### src/rtl/core/ipt_pkg.sv
package ipt_pkg;

	localparam int Frames     = 2048;
	localparam int MaxProcs   = 16;
	localparam int OffsetBits = 12;
	localparam int PidW       = 16;
	localparam int VaW        = 32;
	localparam int PageW      = VaW - OffsetBits;
	localparam int PaW        = 23;
	localparam int FrameW     = $clog2(Frames);
	localparam int SlotW      = (MaxProcs > 1) ? $clog2(MaxProcs) : 1;
	localparam int FcntW      = $clog2(Frames + 1);
	localparam int ScntW      = $clog2(MaxProcs + 1);

	typedef enum logic [2:0] {
		ST_HIT        = 3'd0,
		ST_INSERTED   = 3'd1,
		ST_REGISTERED = 3'd2,
		ST_REFUSED    = 3'd3,
		ST_TABLE_FULL = 3'd4
	} status_t;

	typedef struct packed {
		logic [PidW-1:0] process_id;
		logic [VaW-1:0]  virtual_address;
		logic            is_write;
	} req_t;

	typedef struct packed {
		logic [PaW-1:0] physical_address;
		logic [2:0]     status;
	} rsp_t;

	typedef enum logic [2:0] {
		S_IDLE,
		S_PSCAN,
		S_DECIDE,
		S_FSCAN,
		S_RESP
	} state_t;

	// one frame entry, combined valid/owner/page/flags
	typedef struct packed {
		logic            valid;
		logic [PidW-1:0] owner;
		logic [PageW-1:0] page;
		logic            referenced;
		logic            dirty;
	} frame_t;

endpackage

### src/rtl/core/ipt_slot_cell.sv
// one process slot of the rotating ring; passes its id to the next cell each shift
module ipt_slot_cell import ipt_pkg::*; (
	input  logic            clk,
	input  logic            arst_n,
	input  logic            shift,
	input  logic            load,
	input  logic [PidW-1:0] load_pid,
	input  logic [PidW-1:0] prev_pid,
	output logic [PidW-1:0] pid
);
	logic [PidW-1:0] pid_q;

	always_ff @(posedge clk or negedge arst_n) begin
		if (!arst_n) begin
			pid_q <= '0;
		end else if (load) begin
			pid_q <= load_pid;
		end else if (shift) begin
			pid_q <= prev_pid;
		end
	end

	assign pid = pid_q;
endmodule

### config.mk
export PLATFORM = sky130hd
export DESIGN_NAME = ipt_slot_cell
export DESIGN_NICKNAME = d
export VERILOG_FILES = /design/src/rtl/core/ipt_pkg.sv /design/src/rtl/core/ipt_slot_cell.sv
export SDC_FILE = /design/constraint.sdc
export NUM_CORES = 1
export LEC_CHECK = 0
export BUFFER_PORTS_ARGS = -buffer_cell sky130_fd_sc_hd__clkbuf_2
export CORE_AREA = 2 2 44 46
export CTS_BUF_LIST = sky130_fd_sc_hd__clkbuf_4
export DETAILED_ROUTE_END_ITERATION = 10
export DIE_AREA = 0 0 46 48
export GPL_TIMING_DRIVEN = 0
export PLACE_DENSITY = 0.91
export SLEW_MARGIN = 20
export SYNTH_ARGS = -nofsm -noshare
export SYNTH_HDL_FRONTEND = slang
export SYNTH_SLANG_ARGS = --single-unit
### constraint.sdc
create_clock -name clk -period 2.6 [get_ports clk]
set_clock_uncertainty 0.2 [all_clocks]
set_input_delay 0.52 -clock clk [delete_from_list [all_inputs] [get_ports clk]]
set_output_delay 0.52 -clock clk [all_outputs]
set_load 0.1 [all_outputs]
==> out/metrics.csv <==
stage,metric,value,unit
timing,setup-violations-final,0,
routing,met2_wirelength,938,µm
placed_design,portBuffers,50,
floorplanning,start_util,44.1,%
logic_synthesis,synth-seq-area-share,53.8,%
critical_path,worst-path-buf-inv,1,
outcome,status,"finished, final reports clean",
floorplanning,die_w,46,µm
clocking,cts-htree-levels,1,
pwr,p_leak,0.594,nW
timing,worst_slack,749,ps
timing,rsz0062_at_grt,no,
routing,wl_met1,795,µm
timing,slew_viol_final,0,
clocking,cts.path.max_buffers,2,
cells_and_area,nets,161,
pwr,worst_ir_drop_vdd,0.000292,V
routing,wl_per_cell,13.4,µm
clocking,post-cts-setup-buffer-count,0,
routing,wl_met3,112,µm
timing,hold_viol,0,
critical_path,worst-endpoint-arrival,1130,ps
critical_path,worstSetupStartpointType,flip-flop,
clocking,cts_buffers,3,
cells_and_area,largest_register_ffs,16,
critical_path,cp_top_family,buffers and inverters,
routing,drt_pre_antenna_iters,4,
logic_synthesis,synth_fp_nets,105,
routing,wl,1900,µm
logic_synthesis,netlist_instances,69,
logic_synthesis,synth_area_leader_cell,dfrtp_1,
routing,vias,693,
timing,tightest_slew,549,ps
clocking,clk_latency,280,ps
floorplanning,fp.coreArea,1690,µm²
logic_synthesis,avgSynthCellArea,10.8,µm²
placed_design,pre_cts_slack,1040,ps
timing,fin_crit_sh,71.2,%
logic_synthesis,synth_area,744,µm²
global_route,grt_max_degree,17,
critical_path,crit_chain,clkbuf_2,
timing,fmax,540,MHz
cells_and_area,syn_to_final_growth,41.3,%
clocking,cts.sinks,16,
routing,top_layer,met4,
routing,ant_nets,0,
worst_hold_path,worstHoldPathType,in -> reg,
clocking,root_buffer,clkbuf_4,
floorplanning,num_io_pins,52,
floorplanning,row_count,15,
logic_synthesis,synth.distinct_cells,9,
routing,avgViaCountPerCell,4.91,
floorplanning,die_y,48,µm
global_route,overflow,0,
clocking,cts_hold_buffers,1,
critical_path,crit_path_end_kind,primary output,
global_route,grt_pass1_vias,656,
critical_path,path_class,reg -> out,
placed_design,dp_hpwl,1470,µm
cells_and_area,diodes,0,
floorplanning,dieArea,2210,µm²
logic_synthesis,synth-seq-cells,16,
placed_design,place_congestion,0.666,
critical_path,cpPeakStageDelay,470,ps
global_route,grtUsageTotal,17.8,%
logic_synthesis,ys_top_cells_by_area,"dfrtp_1, mux2i_1, nand2_1",
timing,layout_min_cycle_time,1850,ps
clocking,cts_resized,0,
logic_synthesis,yosysTopAreaCellShare,53.8,%
critical_path,crit_fanout,2,
cells_and_area,fillers,145,
flow_run,maxCapViolCount,0,
routing,drtIter0Drc,6,
critical_path,required,1880,ps
cells_and_area,stdcell_count,141,
clocking,clkSlewWorstSetupHoldPaths,90,ps
pwr,p_per_area,667,nW/µm²
clocking,cts_tree,yes,
timing,max_slew_margin,63.5,%
timing,timing.hold.ws,234,ps
placed_design,dp.cells,136,
cells_and_area,drive_above_1_share,45.2,%
timing,fin_tns_setup,0,ps
global_route,antenna_found_initial,0,
logic_synthesis,synth_warnings,0,
routing,drc,0,
critical_path,crit_slowest_cell,clkbuf_2,
global_route,grt_pass1_wl,2650,µm
==> power breakdown <==
| part | total, mW | switching (mW) | internal [mW] |
|---|---|---|---|
| sequential | 0.284 | 0.0123 | 0.272 |
| clock | 0.134 | 0.0783 | 0.0559 |
| combinational | 0.284 | 0.223 | 0.0604 |
==> cells by family after synthesis <==
kind of cell / count (synthesis) / synth area share (%)
flip-flops: 16 / 53.8
AO/OA/AOI/OAI: 16 / 10.8
AND/OR/NAND/NOR: 16 / 8.07
buffers and inverters: 5 / 5.88
multiplexers: 16 / 21.5
==> cells in the mapped netlist <==
library cell,instances
dfrtp_1,16
mux2i_1,16
nand2_1,16
o21ai_1,10
o21ai_0,6
clkbuf_1,2
buf_12,1
buf_2,1
buf_6,1
==> path summary, 6_finish.rpt <==
check,from,to,slack [ps],depth (start not counted)
setup / recovery,pid[7],pid[7],750,1
hold / removal,load_pid[14],pid[14],230,3
setup reg to reg,pid[6],pid[6],1650,2
hold reg to reg,pid[5],pid[5],370,2
max in group asynchronous,arst_n,pid[0],1430,2
min in group asynchronous,arst_n,pid[8],480,2
==> metal layers <==
| metal | GRT usage, % | up-vias |
|---|---|---|
| met5 | 0 | - |
| met4 | 12.0 | 0 |
| met3 | 4.15 | 5 |
| met2 | 33.3 | 33 |
| met1 | 17.1 | 310 |
| li1 | - | 345 |
==> cell type report <==
type                    instances  area (µm²)  share of cell area [%]
plain buffers                   5        43.8                    4.16
clock buffers                   3        22.5                    2.14
clock inverters                 1        3.75                   0.357
multi-input cells              48         300                    28.5
flip-flops and latches         16         400                    38.0
well taps                      17        21.3                    2.02
repair buffers                 51         260                    24.7
==> metrics by stage <==
step                instance area [µm²]  util (%)  total power [mW]
finish                             1050      62.3             0.702
global route                       1050      62.3             0.733
CTS                                1050      62.3             0.705
detailed placement                 1020      60.1             0.573
global placement                   1020      60.1             0.567
floorplan                           744         -             0.506
==> cells in the final DEF, fill, tap and decap left out, drive strengths merged <==
cell type / netlist / final
nand2: 16 / 16
clkinv: 0 / 1
dfrtp: 16 / 16
dlygate4sd3: 0 / 1
o21ai: 16 / 16
clkbuf: 2 / 55
buf: 3 / 3
mux2i: 16 / 16
Note: power is estimated with default switching activity, not from simulation.
